$ cat src/sv/lcs_pkg.sv
// lcs_pkg: types, codes and reset values shared by the link supervisor files
// no dependencies; compiled first
`timescale 1ns / 1ps
`default_nettype none

package lcs_pkg;

    localparam int unsigned KIND_W   = 4;
    localparam int unsigned NET_W    = 16;
    localparam int unsigned WORD_W   = 32;
    localparam int unsigned COUNT_W  = 8;
    localparam int unsigned STATUS_W = 2;
    localparam int unsigned ACTION_W = 3;
    localparam int unsigned MODE_W   = 3;
    localparam int unsigned CFG_IDX_W = 3;

    localparam logic [WORD_W-1:0]  STARTUP_TIMEOUT_RST   = 32'd10000;
    localparam logic [COUNT_W-1:0] ATTEMPT_LIMIT_RST     = 8'd3;
    localparam logic [WORD_W-1:0]  RECONNECT_TIMEOUT_RST = 32'd30000;
    localparam logic [WORD_W-1:0]  PROBE_INTERVAL_RST    = 32'd5000;
    localparam logic [COUNT_W-1:0] FAIL_THRESHOLD_RST    = 8'd3;

    // configuration register indexes
    typedef enum logic [CFG_IDX_W-1:0] {
        CFG_STARTUP_TIMEOUT   = 3'd0,
        CFG_ATTEMPT_LIMIT     = 3'd1,
        CFG_RECONNECT_TIMEOUT = 3'd2,
        CFG_PROBE_INTERVAL    = 3'd3,
        CFG_FAIL_THRESHOLD    = 3'd4
    } t_cfg_idx;

    typedef enum logic [KIND_W-1:0] {
        KIND_START       = 4'd0,
        KIND_SCAN_SEL    = 4'd1,
        KIND_SCAN_EMPTY  = 4'd2,
        KIND_CONNECTED   = 4'd3,
        KIND_FAILED      = 4'd4,
        KIND_LOST        = 4'd5,
        KIND_HEALTHY     = 4'd6,
        KIND_UNHEALTHY   = 4'd7,
        KIND_HS_UP       = 4'd8,
        KIND_HS_FAIL     = 4'd9,
        KIND_RETRY       = 4'd10,
        KIND_FORCE_HS    = 4'd11,
        KIND_XFER_START  = 4'd12,
        KIND_XFER_END    = 4'd13,
        KIND_TICK        = 4'd14,
        KIND_STOP        = 4'd15
    } t_kind;

    typedef enum logic [STATUS_W-1:0] {
        ST_OK       = 2'd0,
        ST_BADARG   = 2'd1,
        ST_BADSTATE = 2'd2,
        ST_LOCKED   = 2'd3
    } t_status;

    typedef enum logic [ACTION_W-1:0] {
        ACT_NONE    = 3'd0,
        ACT_SCAN    = 3'd1,
        ACT_CONNECT = 3'd2,
        ACT_RECOVER = 3'd3,
        ACT_HOTSPOT = 3'd4,
        ACT_PROBE   = 3'd5,
        ACT_STOP    = 3'd6
    } t_action;

    // supervisor modes, one-hot
    typedef enum logic [7:0] {
        MODE_STOPPED    = 8'b0000_0001,
        MODE_SEARCHING  = 8'b0000_0010,
        MODE_CONNECTING = 8'b0000_0100,
        MODE_CLIENT     = 8'b0000_1000,
        MODE_RECONNECT  = 8'b0001_0000,
        MODE_HS_START   = 8'b0010_0000,
        MODE_HS_READY   = 8'b0100_0000,
        MODE_FAULTED    = 8'b1000_0000
    } t_mode;

    typedef struct packed {
        logic [WORD_W-1:0]  startup_timeout;
        logic [COUNT_W-1:0] attempt_limit;
        logic [WORD_W-1:0]  reconnect_timeout;
        logic [WORD_W-1:0]  probe_interval;
        logic [COUNT_W-1:0] fail_threshold;
    } t_cfg;

    typedef struct packed {
        t_kind                    kind;
        logic [NET_W-1:0]         net_id;
        logic signed [WORD_W-1:0] err_code;
        logic [WORD_W-1:0]        elapsed;
    } t_event;

    typedef struct packed {
        t_status                  status;
        t_action                  action;
        logic [NET_W-1:0]         action_net_id;
        logic [MODE_W-1:0]        mode_now;
        logic signed [WORD_W-1:0] last_error;
        logic                     transfer_locked;
    } t_result;

    function automatic logic [MODE_W-1:0] mode_code(input t_mode m);
        logic [MODE_W-1:0] c;
        unique case (m)
            MODE_STOPPED:    c = 3'd0;
            MODE_SEARCHING:  c = 3'd1;
            MODE_CONNECTING: c = 3'd2;
            MODE_CLIENT:     c = 3'd3;
            MODE_RECONNECT:  c = 3'd4;
            MODE_HS_START:   c = 3'd5;
            MODE_HS_READY:   c = 3'd6;
            MODE_FAULTED:    c = 3'd7;
            default:         c = 3'd0;
        endcase
        return c;
    endfunction

endpackage

`default_nettype wire

$ cat src/sv/lcs_if.sv
// lcs_if: valid/ready channel interfaces for events, results and config writes
// depends on lcs_pkg for field widths
`timescale 1ns / 1ps
`default_nettype none

interface lcs_evt_if;
    logic                             valid;
    logic                             ready;
    logic [lcs_pkg::KIND_W-1:0]       kind;
    logic [lcs_pkg::NET_W-1:0]        net_id;
    logic signed [lcs_pkg::WORD_W-1:0] err_code;
    logic [lcs_pkg::WORD_W-1:0]       elapsed;

    modport source (output valid, kind, net_id, err_code, elapsed, input ready);
    modport sink   (input valid, kind, net_id, err_code, elapsed, output ready);
endinterface

interface lcs_res_if;
    logic                              valid;
    logic                              ready;
    logic [lcs_pkg::STATUS_W-1:0]      status;
    logic [lcs_pkg::ACTION_W-1:0]      action;
    logic [lcs_pkg::NET_W-1:0]         action_net_id;
    logic [lcs_pkg::MODE_W-1:0]        mode_now;
    logic signed [lcs_pkg::WORD_W-1:0] last_error;
    logic                              transfer_locked;

    modport source (output valid, status, action, action_net_id, mode_now, last_error,
                    transfer_locked, input ready);
    modport sink   (input valid, status, action, action_net_id, mode_now, last_error,
                    transfer_locked, output ready);
endinterface

interface lcs_cfg_if;
    logic                          valid;
    logic                          ready;
    logic [lcs_pkg::CFG_IDX_W-1:0] index;
    logic [lcs_pkg::WORD_W-1:0]    data;

    modport source (output valid, index, data, input ready);
    modport sink   (input valid, index, data, output ready);
endinterface

`default_nettype wire

$ cat src/sv/lcs_cfg_regs.sv
// lcs_cfg_regs: timeout, limit and threshold registers of the link supervisor
// depends on lcs_pkg
`timescale 1ns / 1ps
`default_nettype none

module lcs_cfg_regs (
    input  wire logic                          i_clk,
    input  wire logic                          i_rst_n,
    input  wire logic                          i_wr,
    input  wire logic [lcs_pkg::CFG_IDX_W-1:0] i_idx,
    input  wire logic [lcs_pkg::WORD_W-1:0]    i_data,
    output lcs_pkg::t_cfg                      o_cfg
);

    lcs_pkg::t_cfg r_cfg;

    always_ff @(posedge i_clk) begin
        if (!i_rst_n) begin
            r_cfg.startup_timeout   <= lcs_pkg::STARTUP_TIMEOUT_RST;
            r_cfg.attempt_limit     <= lcs_pkg::ATTEMPT_LIMIT_RST;
            r_cfg.reconnect_timeout <= lcs_pkg::RECONNECT_TIMEOUT_RST;
            r_cfg.probe_interval    <= lcs_pkg::PROBE_INTERVAL_RST;
            r_cfg.fail_threshold    <= lcs_pkg::FAIL_THRESHOLD_RST;
        end else if (i_wr) begin
            // unused indexes fall through and write nothing
            unique case (i_idx)
                lcs_pkg::CFG_STARTUP_TIMEOUT:   r_cfg.startup_timeout <= i_data;
                lcs_pkg::CFG_ATTEMPT_LIMIT:
                    r_cfg.attempt_limit <= i_data[lcs_pkg::COUNT_W-1:0];
                lcs_pkg::CFG_RECONNECT_TIMEOUT: r_cfg.reconnect_timeout <= i_data;
                lcs_pkg::CFG_PROBE_INTERVAL:    r_cfg.probe_interval <= i_data;
                lcs_pkg::CFG_FAIL_THRESHOLD:
                    r_cfg.fail_threshold <= i_data[lcs_pkg::COUNT_W-1:0];
                default: ;
            endcase
        end
    end

    assign o_cfg = r_cfg;

endmodule

`default_nettype wire

$ cat src/sv/lcs_engine.sv
// lcs_engine: supervisor state registers and the per-event decode
// depends on lcs_pkg; fed from the top level input register
`timescale 1ns / 1ps
`default_nettype none

module lcs_engine (
    input  wire logic    i_clk,
    input  wire logic    i_rst_n,
    input  wire logic    i_fire,
    input  wire lcs_pkg::t_event i_item,
    input  wire lcs_pkg::t_cfg   i_cfg,
    output lcs_pkg::t_result o_res
);

    typedef struct packed {
        lcs_pkg::t_mode                    mode;
        logic [lcs_pkg::NET_W-1:0]         chosen_net;
        logic [lcs_pkg::WORD_W-1:0]        phase_timer;
        logic [lcs_pkg::WORD_W-1:0]        phase_limit;
        logic [lcs_pkg::COUNT_W-1:0]       attempt_count;
        logic [lcs_pkg::WORD_W-1:0]        probe_timer;
        logic [lcs_pkg::COUNT_W-1:0]       fail_count;
        logic signed [lcs_pkg::WORD_W-1:0] error_store;
        logic                              xfer_active;
    } t_state;

    localparam t_state STATE_RST = '{
        mode:          lcs_pkg::MODE_STOPPED,
        chosen_net:    '0,
        phase_timer:   '0,
        phase_limit:   '0,
        attempt_count: '0,
        probe_timer:   '0,
        fail_count:    '0,
        error_store:   '0,
        xfer_active:   1'b0
    };

    t_state r_st;
    t_state n_st;

    lcs_pkg::t_status               w_status;
    lcs_pkg::t_action               w_act;
    logic [lcs_pkg::NET_W-1:0]      w_anet;
    logic [lcs_pkg::WORD_W-1:0]     w_tmr;
    logic [lcs_pkg::WORD_W-1:0]     w_lim;
    logic [lcs_pkg::WORD_W:0]       w_sum;
    logic [lcs_pkg::WORD_W-1:0]     w_tmr_sat;
    logic                           w_tmr_hit;
    logic [lcs_pkg::COUNT_W-1:0]    w_fail_inc;
    logic                           w_ready_mode;

    function automatic t_state enter_mode(input t_state s, input lcs_pkg::t_mode m,
                                          input lcs_pkg::t_cfg c);
        t_state v;
        v = s;
        v.mode = m;
        v.phase_timer = '0;
        if (m != lcs_pkg::MODE_CLIENT) begin
            v.probe_timer = '0;
        end
        if (m == lcs_pkg::MODE_SEARCHING || m == lcs_pkg::MODE_CONNECTING) begin
            v.phase_limit = c.startup_timeout;
        end else if (m == lcs_pkg::MODE_RECONNECT) begin
            v.phase_limit = c.reconnect_timeout;
        end else begin
            v.phase_limit = '0;
        end
        return v;
    endfunction

    function automatic t_state go_hotspot(input t_state s, input lcs_pkg::t_cfg c);
        t_state v;
        v = enter_mode(s, lcs_pkg::MODE_HS_START, c);
        v.chosen_net = '0;
        return v;
    endfunction

    // one shared saturating timer add: probe timer in client mode, phase timer elsewhere
    assign w_tmr = (r_st.mode == lcs_pkg::MODE_CLIENT) ? r_st.probe_timer : r_st.phase_timer;
    assign w_lim = (r_st.mode == lcs_pkg::MODE_CLIENT) ? i_cfg.probe_interval
                                                       : r_st.phase_limit;
    assign w_sum     = {1'b0, w_tmr} + {1'b0, i_item.elapsed};
    assign w_tmr_sat = w_sum[lcs_pkg::WORD_W] ? '1 : w_sum[lcs_pkg::WORD_W-1:0];
    assign w_tmr_hit = (w_tmr_sat >= w_lim);

    assign w_fail_inc = (r_st.fail_count != '1) ? r_st.fail_count + 8'd1 : r_st.fail_count;
    assign w_ready_mode = (r_st.mode == lcs_pkg::MODE_CLIENT)
                       || (r_st.mode == lcs_pkg::MODE_HS_READY);

    always_comb begin
        n_st     = r_st;
        w_status = lcs_pkg::ST_OK;
        w_act    = lcs_pkg::ACT_NONE;
        w_anet   = '0;
        unique case (i_item.kind)
            lcs_pkg::KIND_START: begin
                if (r_st.mode != lcs_pkg::MODE_STOPPED && r_st.mode != lcs_pkg::MODE_FAULTED) begin
                    w_status = lcs_pkg::ST_BADSTATE;
                end else begin
                    n_st.error_store   = '0;
                    n_st.chosen_net    = '0;
                    n_st.attempt_count = '0;
                    n_st.xfer_active   = 1'b0;
                    n_st  = enter_mode(n_st, lcs_pkg::MODE_SEARCHING, i_cfg);
                    w_act = lcs_pkg::ACT_SCAN;
                end
            end
            lcs_pkg::KIND_SCAN_SEL: begin
                if (i_item.net_id == '0) begin
                    w_status = lcs_pkg::ST_BADARG;
                end else if (r_st.mode != lcs_pkg::MODE_SEARCHING) begin
                    w_status = lcs_pkg::ST_BADSTATE;
                end else begin
                    n_st.chosen_net    = i_item.net_id;
                    n_st.attempt_count = 8'd1;
                    n_st   = enter_mode(n_st, lcs_pkg::MODE_CONNECTING, i_cfg);
                    w_act  = lcs_pkg::ACT_CONNECT;
                    w_anet = i_item.net_id;
                end
            end
            lcs_pkg::KIND_SCAN_EMPTY: begin
                if (r_st.mode != lcs_pkg::MODE_SEARCHING) begin
                    w_status = lcs_pkg::ST_BADSTATE;
                end else begin
                    n_st  = go_hotspot(n_st, i_cfg);
                    w_act = lcs_pkg::ACT_HOTSPOT;
                end
            end
            lcs_pkg::KIND_CONNECTED: begin
                if (r_st.mode != lcs_pkg::MODE_CONNECTING
                        && r_st.mode != lcs_pkg::MODE_RECONNECT) begin
                    w_status = lcs_pkg::ST_BADSTATE;
                end else begin
                    n_st.error_store = '0;
                    n_st.probe_timer = '0;
                    n_st.fail_count  = '0;
                    n_st = enter_mode(n_st, lcs_pkg::MODE_CLIENT, i_cfg);
                end
            end
            lcs_pkg::KIND_FAILED: begin
                if (r_st.mode != lcs_pkg::MODE_CONNECTING
                        && r_st.mode != lcs_pkg::MODE_RECONNECT) begin
                    w_status = lcs_pkg::ST_BADSTATE;
                end else begin
                    n_st.error_store = i_item.err_code;
                    // reconnecting rides out a failure without leaving the mode
                    if (r_st.mode == lcs_pkg::MODE_CONNECTING) begin
                        if (r_st.attempt_count < i_cfg.attempt_limit) begin
                            n_st.attempt_count = r_st.attempt_count + 8'd1;
                            n_st   = enter_mode(n_st, lcs_pkg::MODE_CONNECTING, i_cfg);
                            w_act  = lcs_pkg::ACT_RECOVER;
                            w_anet = r_st.chosen_net;
                        end else begin
                            n_st  = go_hotspot(n_st, i_cfg);
                            w_act = lcs_pkg::ACT_HOTSPOT;
                        end
                    end
                end
            end
            lcs_pkg::KIND_LOST: begin
                if (r_st.mode != lcs_pkg::MODE_CLIENT || r_st.chosen_net == '0) begin
                    w_status = lcs_pkg::ST_BADSTATE;
                end else begin
                    n_st.error_store = i_item.err_code;
                    n_st   = enter_mode(n_st, lcs_pkg::MODE_RECONNECT, i_cfg);
                    w_act  = lcs_pkg::ACT_CONNECT;
                    w_anet = r_st.chosen_net;
                end
            end
            lcs_pkg::KIND_HEALTHY: begin
                if (r_st.mode != lcs_pkg::MODE_CLIENT) begin
                    w_status = lcs_pkg::ST_BADSTATE;
                end else begin
                    n_st.error_store = '0;
                    n_st.fail_count  = '0;
                end
            end
            lcs_pkg::KIND_UNHEALTHY: begin
                if (r_st.mode != lcs_pkg::MODE_CLIENT) begin
                    w_status = lcs_pkg::ST_BADSTATE;
                end else if (r_st.xfer_active) begin
                    w_status = lcs_pkg::ST_LOCKED;
                end else begin
                    n_st.error_store = i_item.err_code;
                    n_st.fail_count  = w_fail_inc;
                    if (w_fail_inc >= i_cfg.fail_threshold) begin
                        n_st   = enter_mode(n_st, lcs_pkg::MODE_RECONNECT, i_cfg);
                        w_act  = lcs_pkg::ACT_RECOVER;
                        w_anet = r_st.chosen_net;
                    end
                end
            end
            lcs_pkg::KIND_HS_UP: begin
                if (r_st.mode != lcs_pkg::MODE_HS_START) begin
                    w_status = lcs_pkg::ST_BADSTATE;
                end else begin
                    n_st.error_store = '0;
                    n_st = enter_mode(n_st, lcs_pkg::MODE_HS_READY, i_cfg);
                end
            end
            lcs_pkg::KIND_HS_FAIL: begin
                if (r_st.mode != lcs_pkg::MODE_HS_START) begin
                    w_status = lcs_pkg::ST_BADSTATE;
                end else begin
                    n_st.error_store = i_item.err_code;
                    n_st = enter_mode(n_st, lcs_pkg::MODE_FAULTED, i_cfg);
                end
            end
            lcs_pkg::KIND_RETRY: begin
                if (!w_ready_mode) begin
                    w_status = lcs_pkg::ST_BADSTATE;
                end else if (r_st.xfer_active) begin
                    w_status = lcs_pkg::ST_LOCKED;
                end else begin
                    n_st.error_store = '0;
                    n_st.chosen_net  = '0;
                    n_st  = enter_mode(n_st, lcs_pkg::MODE_SEARCHING, i_cfg);
                    w_act = lcs_pkg::ACT_SCAN;
                end
            end
            lcs_pkg::KIND_FORCE_HS: begin
                if (r_st.mode == lcs_pkg::MODE_STOPPED || r_st.mode == lcs_pkg::MODE_HS_START
                        || r_st.mode == lcs_pkg::MODE_HS_READY) begin
                    w_status = lcs_pkg::ST_BADSTATE;
                end else if (r_st.xfer_active) begin
                    w_status = lcs_pkg::ST_LOCKED;
                end else begin
                    n_st  = go_hotspot(n_st, i_cfg);
                    w_act = lcs_pkg::ACT_HOTSPOT;
                end
            end
            lcs_pkg::KIND_XFER_START: begin
                if (!w_ready_mode || r_st.xfer_active) begin
                    w_status = lcs_pkg::ST_BADSTATE;
                end else begin
                    n_st.xfer_active = 1'b1;
                end
            end
            lcs_pkg::KIND_XFER_END: begin
                if (!r_st.xfer_active) begin
                    w_status = lcs_pkg::ST_BADSTATE;
                end else begin
                    n_st.xfer_active = 1'b0;
                end
            end
            lcs_pkg::KIND_TICK: begin
                if (i_item.elapsed == '0) begin
                    w_status = lcs_pkg::ST_BADARG;
                end else if (r_st.mode == lcs_pkg::MODE_CLIENT) begin
                    // an active transfer holds off probing
                    if (r_st.xfer_active || w_tmr_hit) begin
                        n_st.probe_timer = '0;
                    end else begin
                        n_st.probe_timer = w_tmr_sat;
                    end
                    if (!r_st.xfer_active && w_tmr_hit) begin
                        w_act  = lcs_pkg::ACT_PROBE;
                        w_anet = r_st.chosen_net;
                    end
                end else if (r_st.mode == lcs_pkg::MODE_SEARCHING
                        || r_st.mode == lcs_pkg::MODE_CONNECTING
                        || r_st.mode == lcs_pkg::MODE_RECONNECT) begin
                    n_st.phase_timer = w_tmr_sat;
                    if (w_tmr_hit) begin
                        n_st  = go_hotspot(n_st, i_cfg);
                        w_act = lcs_pkg::ACT_HOTSPOT;
                    end
                end
            end
            lcs_pkg::KIND_STOP: begin
                n_st  = STATE_RST;
                w_act = lcs_pkg::ACT_STOP;
            end
            default: ;
        endcase
    end

    always_ff @(posedge i_clk) begin
        if (!i_rst_n) begin
            r_st <= STATE_RST;
        end else if (i_fire) begin
            r_st <= n_st;
        end
    end

    assign o_res.status          = w_status;
    assign o_res.action          = w_act;
    assign o_res.action_net_id   = w_anet;
    assign o_res.mode_now        = lcs_pkg::mode_code(n_st.mode);
    assign o_res.last_error      = n_st.error_store;
    assign o_res.transfer_locked = n_st.xfer_active;

endmodule

`default_nettype wire

$ cat src/sv/link_connection_supervisor_top.sv
// link_connection_supervisor_top: event register, supervisor engine, result register
// depends on lcs_pkg, lcs_if, lcs_cfg_regs, lcs_engine
//
//   port    dir   handshake     carries
//   i_evt   in    valid/ready   kind, net_id, err_code, elapsed
//   o_res   out   valid/ready   status, action, action_net_id, mode_now,
//                               last_error, transfer_locked
//   i_cfg   in    valid/ready   index, data (register write, always ready)
//
// one event per cycle sustained while the result side keeps ready high; each taken event
// is loaded into the event register, and its result then into the result register
// the engine decode and one saturating 32-bit timer add sit between the two registers
// reset is synchronous and active low; no clearing pass is needed
// a stalled result holds the result register; the event register keeps taking
// items until both registers are full
`timescale 1ns / 1ps
`default_nettype none

module link_connection_supervisor_top (
    input  wire logic  i_clk,
    input  wire logic  i_rst_n,
    lcs_cfg_if.sink    i_cfg,
    lcs_evt_if.sink    i_evt,
    lcs_res_if.source  o_res
);

    lcs_pkg::t_cfg    w_cfg;
    lcs_pkg::t_result w_res;
    logic             w_out_load;
    logic             w_fire;
    logic             w_in_take;

    logic             r_in_valid;
    lcs_pkg::t_event  r_in_item;
    logic             r_out_valid;
    lcs_pkg::t_result r_out_res;

    assign i_cfg.ready = 1'b1;

    lcs_cfg_regs u_cfg (
        .i_clk   (i_clk),
        .i_rst_n (i_rst_n),
        .i_wr    (i_cfg.valid),
        .i_idx   (i_cfg.index),
        .i_data  (i_cfg.data),
        .o_cfg   (w_cfg)
    );

    assign w_out_load  = !r_out_valid || o_res.ready;
    assign w_fire      = r_in_valid && w_out_load;
    assign i_evt.ready = !r_in_valid || w_fire;
    assign w_in_take   = i_evt.valid && i_evt.ready;

    always_ff @(posedge i_clk) begin
        if (!i_rst_n) begin
            r_in_valid <= 1'b0;
        end else if (w_in_take) begin
            r_in_valid <= 1'b1;
        end else if (w_fire) begin
            r_in_valid <= 1'b0;
        end
    end

    always_ff @(posedge i_clk) begin
        if (w_in_take) begin
            r_in_item.kind     <= lcs_pkg::t_kind'(i_evt.kind);
            r_in_item.net_id   <= i_evt.net_id;
            r_in_item.err_code <= i_evt.err_code;
            r_in_item.elapsed  <= i_evt.elapsed;
        end
    end

    lcs_engine u_engine (
        .i_clk   (i_clk),
        .i_rst_n (i_rst_n),
        .i_fire  (w_fire),
        .i_item  (r_in_item),
        .i_cfg   (w_cfg),
        .o_res   (w_res)
    );

    always_ff @(posedge i_clk) begin
        if (!i_rst_n) begin
            r_out_valid <= 1'b0;
        end else if (w_fire) begin
            r_out_valid <= 1'b1;
        end else if (o_res.ready) begin
            r_out_valid <= 1'b0;
        end
    end

    always_ff @(posedge i_clk) begin
        if (w_fire) begin
            r_out_res <= w_res;
        end
    end

    assign o_res.valid           = r_out_valid;
    assign o_res.status          = r_out_res.status;
    assign o_res.action          = r_out_res.action;
    assign o_res.action_net_id   = r_out_res.action_net_id;
    assign o_res.mode_now        = r_out_res.mode_now;
    assign o_res.last_error      = r_out_res.last_error;
    assign o_res.transfer_locked = r_out_res.transfer_locked;

endmodule

`default_nettype wire

$ cat src/flat_wrapper.sv
// flat-port wrapper written by rule: the top's interface ports become plain ports
module link_connection_supervisor_top_flat 
  (i_clk, i_rst_n, i_cfg_valid, i_cfg_index, i_cfg_data, i_cfg_ready, i_evt_valid, i_evt_kind, i_evt_net_id, i_evt_err_code, i_evt_elapsed, i_evt_ready, o_res_valid, o_res_status, o_res_action, o_res_action_net_id, o_res_mode_now, o_res_last_error, o_res_transfer_locked, o_res_ready);
  lcs_cfg_if i_cfg_i ();
  lcs_evt_if i_evt_i ();
  lcs_res_if o_res_i ();
  input  wire logic i_clk;
  input  wire logic i_rst_n;
  input wire logic [$bits(i_cfg_i.valid)-1:0] i_cfg_valid;
  input wire logic [$bits(i_cfg_i.index)-1:0] i_cfg_index;
  input wire logic [$bits(i_cfg_i.data)-1:0] i_cfg_data;
  output wire logic [$bits(i_cfg_i.ready)-1:0] i_cfg_ready;
  input wire logic [$bits(i_evt_i.valid)-1:0] i_evt_valid;
  input wire logic [$bits(i_evt_i.kind)-1:0] i_evt_kind;
  input wire logic [$bits(i_evt_i.net_id)-1:0] i_evt_net_id;
  input wire logic [$bits(i_evt_i.err_code)-1:0] i_evt_err_code;
  input wire logic [$bits(i_evt_i.elapsed)-1:0] i_evt_elapsed;
  output wire logic [$bits(i_evt_i.ready)-1:0] i_evt_ready;
  output wire logic [$bits(o_res_i.valid)-1:0] o_res_valid;
  output wire logic [$bits(o_res_i.status)-1:0] o_res_status;
  output wire logic [$bits(o_res_i.action)-1:0] o_res_action;
  output wire logic [$bits(o_res_i.action_net_id)-1:0] o_res_action_net_id;
  output wire logic [$bits(o_res_i.mode_now)-1:0] o_res_mode_now;
  output wire logic [$bits(o_res_i.last_error)-1:0] o_res_last_error;
  output wire logic [$bits(o_res_i.transfer_locked)-1:0] o_res_transfer_locked;
  input wire logic [$bits(o_res_i.ready)-1:0] o_res_ready;
  assign i_cfg_i.valid = i_cfg_valid;
  assign i_cfg_i.index = i_cfg_index;
  assign i_cfg_i.data = i_cfg_data;
  assign i_cfg_ready = i_cfg_i.ready;
  assign i_evt_i.valid = i_evt_valid;
  assign i_evt_i.kind = i_evt_kind;
  assign i_evt_i.net_id = i_evt_net_id;
  assign i_evt_i.err_code = i_evt_err_code;
  assign i_evt_i.elapsed = i_evt_elapsed;
  assign i_evt_ready = i_evt_i.ready;
  assign o_res_valid = o_res_i.valid;
  assign o_res_status = o_res_i.status;
  assign o_res_action = o_res_i.action;
  assign o_res_action_net_id = o_res_i.action_net_id;
  assign o_res_mode_now = o_res_i.mode_now;
  assign o_res_last_error = o_res_i.last_error;
  assign o_res_transfer_locked = o_res_i.transfer_locked;
  assign o_res_i.ready = o_res_ready;
  link_connection_supervisor_top u_core (.i_clk(i_clk), .i_rst_n(i_rst_n), .i_cfg(i_cfg_i), .i_evt(i_evt_i), .o_res(o_res_i));
endmodule
$ cat config.mk
export PLATFORM = sky130hd
export DESIGN_NAME = link_connection_supervisor_top_flat
export DESIGN_NICKNAME = d
export VERILOG_FILES = /design/src/sv/lcs_pkg.sv /design/src/sv/lcs_if.sv /design/src/sv/lcs_cfg_regs.sv /design/src/sv/lcs_engine.sv /design/src/sv/link_connection_supervisor_top.sv /design/src/flat_wrapper.sv
export SDC_FILE = /design/constraint.sdc
export NUM_CORES = 1
export LEC_CHECK = 0
export BUFFER_PORTS_ARGS = -buffer_cell sky130_fd_sc_hd__buf_2
export CORE_ASPECT_RATIO = 1.4
export CORE_MARGIN = 10
export CORE_UTILIZATION = 31
export CTS_BUF_LIST = sky130_fd_sc_hd__clkbuf_16
export DETAILED_ROUTE_END_ITERATION = 12
export PLACE_DENSITY = 0.51
export SKIP_LAST_GASP = 1
export SYNTH_ARGS = -nofsm -noshare
export SYNTH_HDL_FRONTEND = slang
export SYNTH_SLANG_ARGS = --single-unit
$ cat constraint.sdc
create_clock -name i_clk -period 20.2 [get_ports i_clk]
set_input_delay 2.02 -clock i_clk [delete_from_list [all_inputs] [get_ports i_clk]]
set_output_delay 2.02 -clock i_clk [all_outputs]
set_load 0.01 [all_outputs]
==> impl_metrics.json, run 1 <==
{
  "top_usage_layer": "met2",
  "dieArea_um2": 75300,
  "setup_viol": 0,
  "multi_input_area_um2": 9460,
  "switchingPower_mw": 0.487,
  "worst_slack_ns": 11.30,
  "final-max-slew-violation-count": 0,
  "fin_tns_setup_ns": 0,
  "rr_worst_depth": 24,
  "start_kind": "register",
  "min_period_over_period_pct": 44.1,
  "switching_share_pct": 25.3,
  "hp-class": "reg2reg",
  "die_h_um": 321,
  "worst_setup_path_end_kind": "register",
  "dr.pass1.iters": 6,
  "cp_top_family": "compound AO/OA/AOI/OAI gates",
  "post_drt_wl_per_cell_um": 19.6,
  "critPathMaxStageDelay_ns": 0.99,
  "total_power_mw": 1.92,
  "cts_max_path_buffers": 3,
  "fmax_ghz": 0.112,
  "ios": 184,
  "ant_nets": 0,
  "crit_slowest_cell": "o31a_1",
  "path_clk_slew_ns": 0.06,
  "rsz0062_at_grt": "false",
  "crit_path_max_fanout": 36,
  "synth.cells.most_frequent": "nand2_1, dfxtp_1, a21oi_1",
  "drt_iter0_markers": 1387,
  "synth_most_common_cell": "nand2_1",
  "grt_pass1_wl_um": 95200,
  "ys_async_sr_fraction_pct": 0,
  "use_met1_pct": 18.5,
  "post-cts-setup-buffers": 0,
  "hold_depth": 2,
  "status": "completed",
  "place_ws_ns": 11.34,
  "fill_cells": 6577,
  "grt_max_degree": 81,
  "area_growth_pct": 15.5,
  "ir_drop_mv": 0.0649,
  "die_x_um": 235,
  "p_clk_share_pct": 42.9,
  "finalWirelength_um": 61800,
  "gp_congestion": 0.879,
  "syn-mean-instance-area_um2": 9.29,
  "hold_buffers": 0,
  "synth.area.top_cells": "dfxtp_1, edfxtp_1, nand2_1",
  "first_global_vias": 16500,
  "synth_top_area_share_pct": 28.3,
  "critPathBufInv": 1,
  "crit_type": "reg2reg",
  "p_int_mw": 1.44,
  "syn_inst": 2154,
  "synth_warnings": 0,
  "final_cells": 3155,
  "cellPowerDensity_nw_per_um2": 83.2,
  "ys_ff_latch": 424,
  "overflow": 0,
  "globalRouteMet2Util_pct": 27.3,
  "clock_sinks": 424,
  "row_count": 110,
  "initial_core_util_pct": 31.2,
  "dp.cells": 3068,
  "finalCriticalPeriod_ns": 8.90,
  "final.setup_skew_ns": 0.0192,
  "hpwl_um": 43400,
  "layout.nets": 2483,
  "synth_flop_cell": "dfxtp_1",
  "grt_use_total_pct": 15.7,
  "ctsResizeCount": 0,
  "synth.largest_area_cell": "dfxtp_1",
  "critPathMostFrequentCell": "nand2_1",
  "cp_num_cells": 24,
  "htree_levels": 2,
  "seqPwrFrac_pct": 48.7,
  "synth_seq_area_share_pct": 49.5,
  "synth.distinct_cells": 78,
  "synth_area_um2": 20000,
  "numCtsBuffers": 47,
  "grt_antenna_before_repair": 4,
  "placement.io_buffers": 182,
  "layout-drive-gt1-share_pct": 13.3,
  "vias_per_cell": 5.29,
  "clockRootBuffer": "clkbuf_16",
  "cp_cell_sequence": "nor4_4 -> and3_2 -> buf_4 -> nand2_1 -> nand2_1 -> ha_1 -> nor2b_1 -> o211ai_1 -> a21oi_1 -> o31ai_1 -> a21oi_1 -> o21ai_0 -> o31a_1 -> nand2_1 -> ha_1 -> a211oi_1 -> nor2_1 -> a2111oi_0 -> a31oi_1 -> nor4_1 -> o21ai_0 -> a221oi_1 -> o21bai_1 -> a2111oi_2",
  "hold_violations": 0,
  "cts_tree": "done",
  "insertion_delay_ns": 0.60,
  "cap_violations": 0,
  "comb_power_share_pct": 8.4,
  "worst_pin_slew_ns": 1.15,
  "maxSlewHeadroom_pct": 23.5,
  "synth-edff-count": 141,
  "vias": 16700,
  "register_area_um2": 9900,
  "cp.arrival_ns": 9.28,
  "drc": 0,
  "met3_usage_pct": 3.21,
  "required_ns": 20.58,
  "core_um2": 64100,
  "p_leak_nw": 9.06,
  "syn_nets": 2360
}
[tightest hold or removal path: stages, from the launching register on]
cell and delay (ns):
dfxtp_1 0.31, nand2_1 0.05, a21oi_1 0.05
[cells by family after synthesis]
logic type	synth area share [%]
other cells	0.0187
compound gates	19.3
xor+xnor	1.40
buf+inv	3.53
simple gates	18.5
fa+ha+maj	5.16
mux	2.61
flops	49.5
[path summary, 6_finish.rpt]
kind | to | slack [ns] | from
max | u_core.o_res.mode_now[1] | 11.30 | u_core.u_engine.r_st[168]
min | u_core.u_cfg.o_cfg[103] | 0.45 | u_core.u_cfg.o_cfg[103]
max reg2reg | u_core.o_res.mode_now[1] | 11.30 | u_core.u_engine.r_st[168]
min reg2reg | u_core.u_cfg.o_cfg[103] | 0.45 | u_core.u_cfg.o_cfg[103]
[metal layers]
| metal | routed length, um | vias up |
|---|---|---|
| li1 | - | 8066 |
| met1 | 25800 | 7977 |
| met2 | 30300 | 498 |
| met3 | 3460 | 129 |
| met4 | 2230 | 8 |
| met5 | 44 | - |
[power groups by stage]
| stage | clock, mW | combinational [mW] | sequential (mW) |
|---|---|---|---|
| final | 0.826 | 0.162 | 0.936 |
| after global routing | 0.885 | 0.180 | 0.940 |
| after detailed placement | 0 | 0.162 | 0.954 |
| after floorplan | 0 | 0.104 | 0.948 |
| after CTS | 0.856 | 0.163 | 0.937 |
| after global placement | 0 | 0.160 | 0.954 |
[placed cells by master (no fill, tap or decap), types with 42 or more instances in the layout]
master	n
mux2i_1	50
a22o_1	86
inv_1	51
nand3_1	52
edfxtp_1	141
nor3_1	42
nand2_1	423
o21ai_0	69
a21oi_1	165
a211oi_1	49
clkbuf_16	51
ha_1	81
dfxtp_1	283
nor2_1	158
buf_2	182
[stage by stage]
stage | hold WS [ns] | utilization (%) | instance area [um2]
after floorplan | 0.425 | - | 20000
after global placement | 0.435 | 33.8 | 21700
after detailed placement | 0.442 | 33.8 | 21700
after CTS | 0.456 | 36.0 | 23100
after global routing | 0.477 | 36.0 | 23100
final | 0.453 | 36.1 | 23100
[state kept, by name, indices dropped and copies added (netlist names), 2 cells and up]
name / cells
u_core.u_engine.r_st: 169
u_core.o_res.action: 3
u_core.u_cfg.o_cfg: 112
u_core.o_res.mode_now: 3
u_core.r_in_item: 84
u_core.o_res.last_error: 32
u_core.o_res.action_net_id: 16
u_core.o_res.status: 2
[cell type report]
type | instances | area share [%]
multi-input combinational | 1557 | 40.9
clock buffer | 51 | 5.52
antenna | 2 | 0.0216
tap | 840 | 4.54
timing repair buffer | 205 | 4.69
inverter | 42 | 0.714
sequential | 424 | 42.8
clock inverter | 34 | 0.801
Power figures use the tool's default switching activity.
==> inputs of run 2 (changes only) <==
Clock period 20.2 ns to 9 ns, I/O delays scaled along.
==> run 2 against run 1 <==
  * Hold slack about the same
  * Setup slack lost 10 ns
  * Core utilization increased by 0.22 points
  * Sequential share of layout area shrank 0.26 points
  * Clock skew is 0.0029 ns higher
  * Cell count is 0.19% higher
  * Clock power increased by 140%
  * Sequential power rose by 120%
==> impl_metrics.json, run 2 (same netlist as run 1, synthesis figures left out) <==
{
  "ant_nets": 0,
  "cts_tree": "done",
  "final.setup_skew_ns": 0.0221,
  "clockRootBuffer": "clkbuf_16",
  "hp-class": "reg2reg",
  "post-cts-setup-buffers": 0,
  "final-max-slew-violation-count": 0,
  "r2r_start": "u_core.u_engine.r_st[168]",
  "cp_num_cells": 25,
  "setup_viol": 0,
  "initial_core_util_pct": 31.2,
  "p_clk_share_pct": 44.5,
  "ir_drop_mv": 0.154,
  "cp_top_family": "compound AO/OA/AOI/OAI gates",
  "gp_congestion": 0.892,
  "critPathCapture": "u_core.o_res.mode_now[1]",
  "p_leak_nw": 9.13,
  "hold_buffers": 0,
  "post_drt_wl_per_cell_um": 19.7,
  "switchingPower_mw": 1.11,
  "fmax_ghz": 0.123,
  "comb_power_share_pct": 8.2,
  "ios": 184,
  "row_count": 110,
  "crit_path_max_fanout": 26,
  "grt_pass1_wl_um": 96700,
  "r2r_slack_ns": 0.84,
  "grt_use_total_pct": 15.9,
  "status": "completed",
  "core_um2": 64100,
  "timing.rr.end": "u_core.o_res.mode_now[1]",
  "cap_violations": 0,
  "critPathMostFrequentCell": "nand2_1",
  "grt_antenna_before_repair": 8,
  "fin_hold_ws_ns": 0.452,
  "first_global_vias": 16700,
  "switching_share_pct": 25.1,
  "maxSlewHeadroom_pct": 24.9,
  "fill_cells": 6603,
  "dieArea_um2": 75300,
  "die_h_um": 321,
  "cts_max_path_buffers": 3,
  "drt_iter0_markers": 1087,
  "path_clk_slew_ns": 0.06,
  "regMostFlops": "u_core.u_engine.r_st",
  "clock_sinks": 424,
  "crit_type": "reg2reg",
  "vias": 16600,
  "ctsResizeCount": 0,
  "cellPowerDensity_nw_per_um2": 191,
  "cp.arrival_ns": 8.55,
  "min_period_over_period_pct": 90.7,
  "vias_per_cell": 5.24,
  "dr.pass1.iters": 5,
  "overflow": 0,
  "layout_common_cells": "nand2_1, dfxtp_1, buf_2",
  "hpwl_um": 44000,
  "hold_violations": 0,
  "htree_levels": 2,
  "numCtsBuffers": 47,
  "grt_max_degree": 79,
  "start_kind": "register",
  "largest_register_ffs": 169,
  "layout.nets": 2488,
  "die_x_um": 235,
  "fin_tns_setup_ns": 0,
  "rsz0062_at_grt": "false",
  "final_common_cell": "nand2_1",
  "critPathBufInv": 2,
  "crit_slowest_cell": "o31ai_1",
  "placement.io_buffers": 182,
  "drc": 0,
  "rr_worst_depth": 25,
  "finalCriticalPeriod_ns": 8.16,
  "layout-drive-gt1-share_pct": 13.9,
  "worst_setup_path_end_kind": "register",
  "worst_pin_slew_ns": 1.10,
  "area_growth_pct": 16.3,
  "critPathMaxStageDelay_ns": 0.63,
  "crit_start": "u_core.u_engine.r_st[168]",
  "p_int_mw": 3.33,
  "finalWirelength_um": 62400,
  "insertion_delay_ns": 0.59,
  "seqPwrFrac_pct": 47.3,
  "required_ns": 9.39
}
[run 2: layout make-up]
type	instances	area (um2)	share of cell area, %
Tap cell	840	1050	4.52
Antenna cell	1	2.50	0.0108
Multi-Input combinational cell	1557	9470	40.7
Clock inverter	37	313	1.34
Clock buffer	50	1250	5.38
Sequential cell	424	9900	42.5
Inverter	42	165	0.710
Timing Repair Buffer	210	1120	4.82
[run 2: worst min-delay path, cell delays in order (launching register included)]
cell and delay, ns:
dfxtp_1 0.31, nand2_1 0.05, a21oi_1 0.05
[run 2: worst min-delay path by stage]
| stage | start | to | slack (ns) | depth (start not counted) |
|---|---|---|---|---|
| after floorplan | u_core.u_engine.r_st[113] | u_core.u_engine.r_st[113] | 0.42 | 2 |
| after global placement | u_core.u_engine.r_st[138] | u_core.u_engine.r_st[138] | 0.44 | 2 |
| after detailed placement | u_core.u_engine.r_st[135] | u_core.u_engine.r_st[135] | 0.44 | 2 |
| after CTS | i_evt_elapsed[29] | u_core.r_in_item[29] | 0.44 | 1 |
| after global routing | i_evt_elapsed[14] | u_core.r_in_item[14] | 0.45 | 1 |
| final | u_core.u_cfg.o_cfg[30] | u_core.u_cfg.o_cfg[30] | 0.45 | 2 |
[run 2: per-stage QoR]
| stage | std cells | cell area [um2] | total power, mW | util (%) | setup slack, ns |
|---|---|---|---|---|---|
| 2_1_floorplan | 2154 | 20000 | 2.36 | - | 2.21 |
| 3_3_place_gp | 3073 | 21700 | 2.50 | 33.8 | 0.972 |
| 3_5_place_dp | 3073 | 21700 | 2.51 | 33.8 | 0.667 |
| 4_1_cts | 3160 | 23300 | 4.51 | 36.3 | 0.625 |
| 5_1_grt | 3160 | 23300 | 4.63 | 36.3 | 0.0988 |
| 6_report | 3161 | 23300 | 4.44 | 36.3 | 0.839 |
[run 2: power by group through the flow]
stage	logic (mW)	registers (mW)	clock network, mW
finish	0.366	2.10	1.98
global route	0.407	2.11	2.11
CTS	0.370	2.10	2.04
detailed placement	0.368	2.14	0
global placement	0.362	2.14	0
floorplan	0.233	2.13	0
[run 2: routing by layer]
layer	vias up	share of wire, %	global-route usage, %
met1	7905	42	18.5
li1	8070	-	-
met4	12	3.5	6.13
met2	443	49	28.0
met3	134	5.3	3.41
met5	-	0.12	0
==> inputs of run 3 (changes only) <==
Settings changed: CORE_ASPECT_RATIO 1.4 to 1.2.
==> run 3 against run 2 <==
  * First-iteration DRC count decreased by 0.55%
  * Critical endpoint unchanged
  * Die area decreased by 0.13%
  * Hold slack about the same
==> impl_metrics.json, run 3 (same netlist as run 1, synthesis figures left out) <==
{
  "status": "completed",
  "p_int_mw": 3.25,
  "rsz0062_at_grt": "false",
  "maxSlewHeadroom_pct": 29.0,
  "path_clk_slew_ns": 0.07,
  "clockRootBuffer": "clkbuf_16",
  "ant_nets": 0,
  "core_um2": 64300,
  "die_x_um": 252,
  "row_count": 102,
  "final-max-slew-violation-count": 0,
  "layout.nets": 2485,
  "cap_violations": 0,
  "total_power_mw": 4.37,
  "layout_common_cells": "nand2_1, dfxtp_1, buf_2",
  "ir_drop_mv": 0.136,
  "vias_per_cell": 5.29,
  "switching_share_pct": 25.6,
  "crit_type": "reg2reg",
  "grt_pass1_wl_um": 96000,
  "overflow": 0,
  "hp-class": "reg2reg",
  "cts_max_path_buffers": 3,
  "min_period_over_period_pct": 91.0,
  "worst_pin_slew_ns": 1.06,
  "critPathMaxStageDelay_ns": 0.84,
  "numCtsBuffers": 47,
  "crit_path_max_fanout": 27,
  "comb_power_share_pct": 8.4,
  "cp_cell_sequence": "nor4_4 -> nand3_1 -> buf_4 -> nand2_1 -> nand2_1 -> ha_1 -> and3_1 -> and3_1 -> o31ai_1 -> a21oi_1 -> o21ai_0 -> o31a_1 -> buf_12 -> nand2_1 -> ha_1 -> a211oi_1 -> nor2_1 -> a2111oi_0 -> a31oi_1 -> nor4_1 -> o21ai_0 -> a221oi_1 -> o21bai_1 -> a2111oi_2",
  "switchingPower_mw": 1.12,
  "p_clk_share_pct": 43.6,
  "ctsResizeCount": 0,
  "cts_tree": "done",
  "fill_cells": 6542,
  "ios": 184,
  "vias": 16600,
  "setup_viol": 0,
  "finalCriticalPeriod_ns": 8.19,
  "layout-drive-gt1-share_pct": 13.7,
  "crit_slowest_cell": "nor4_1",
  "clock_sinks": 424,
  "drc": 0,
  "final.setup_skew_ns": 0.0240,
  "grt_use_total_pct": 16.0,
  "die_h_um": 298,
  "final_common_cell": "nand2_1",
  "fin_tns_setup_ns": 0,
  "first_global_vias": 16600,
  "cp.arrival_ns": 8.60,
  "critPathMostFrequentCell": "nand2_1",
  "worst_setup_path_end_kind": "register",
  "hold_violations": 0,
  "finalWirelength_um": 61800,
  "regMostFlops": "u_core.u_engine.r_st",
  "seqPwrFrac_pct": 48.1,
  "multi_input_area_um2": 9460,
  "area_growth_pct": 15.8,
  "start_kind": "register",
  "fmax_ghz": 0.122,
  "dieArea_um2": 75200,
  "largest_register_ffs": 169,
  "gp_congestion": 0.892,
  "register_area_um2": 9900,
  "initial_core_util_pct": 31.1,
  "dr.pass1.iters": 5,
  "grt_antenna_before_repair": 14,
  "htree_levels": 2,
  "p_leak_nw": 9.04,
  "grt_max_degree": 112,
  "post_drt_wl_per_cell_um": 19.6,
  "required_ns": 9.41,
  "hold_buffers": 0,
  "post-cts-setup-buffers": 0,
  "cellPowerDensity_nw_per_um2": 188,
  "hpwl_um": 42200,
  "drt_iter0_markers": 1081,
  "placement.io_buffers": 182,
  "insertion_delay_ns": 0.60
}
## run 3: cell count changes in the layout (fill, tap and decap cells not counted), sizes merged
cell,before,now
clkinvlp,1,8
clkbuf,50,47
diode,1,3
bufinv,5,4
clkinv,18,15
inv,55,50
buf,210,207
## run 3: layout make-up
type | count | area share [%]
well taps | 832 | 4.49
diodes | 3 | 0.0324
multi-input cells | 1557 | 40.8
flip-flops and latches | 424 | 42.7
repair buffers | 207 | 4.85
clock inverters | 35 | 1.33
inverters | 42 | 0.712
clock buffers | 47 | 5.07
## run 3: routing by layer
layer	GRT usage, %	share of wire (%)	vias to the layer above	wire length (um)
met1	19.9	43	7985	26800
met3	3.46	5.9	105	3670
met5	0	0.22	-	137
met2	27.1	48	467	29600
met4	4.81	2.4	20	1510
li1	-	-	8058	-
## run 3: power by group through the flow
stage	Clock [mW]	Sequential, mW	Combinational [mW]
after floorplan	0	2.13	0.233
after global placement	0	2.14	0.361
after detailed placement	0	2.14	0.365
after CTS	1.97	2.10	0.367
after global routing	2.04	2.11	0.406
final	1.90	2.10	0.365
## run 3: path summary, 6_finish.rpt
kind	start	end	slack, ns	depth (start not counted)
worst min-delay path	u_core.u_engine.r_st[63]	u_core.u_engine.r_st[63]	0.45	2
worst min register to register	u_core.u_engine.r_st[63]	u_core.u_engine.r_st[63]	0.45	2
worst max register to register	u_core.u_engine.r_st[168]	u_core.o_res.mode_now[1]	0.81	24
worst max-delay path	u_core.u_engine.r_st[168]	u_core.o_res.mode_now[1]	0.81	24
## run 3: per-stage QoR
step                      hold WS, ns  instances  utilization, %  instance area (um2)  setup WS [ns]
final                           0.453       3147            36.0                23200          0.812
after global routing            0.445       3146            36.0                23200          0.271
after CTS                       0.438       3144            36.0                23200          0.813
after detailed placement        0.443       3062            33.7                21700          0.829
after global placement          0.436       3062            33.7                21700           1.04
after floorplan                 0.425       2154               -                20000           2.21
## run 3: critical path: cells and delay by family (launching register included)
family / cells / cell delay (ns)
AOI/OAI and AO/OA: 11 / 3.99
and+or+nand+nor: 9 / 2.36
adders and majority gates: 2 / 0.66
buffers and inverters: 2 / 0.55
DFF: 1 / 0.43
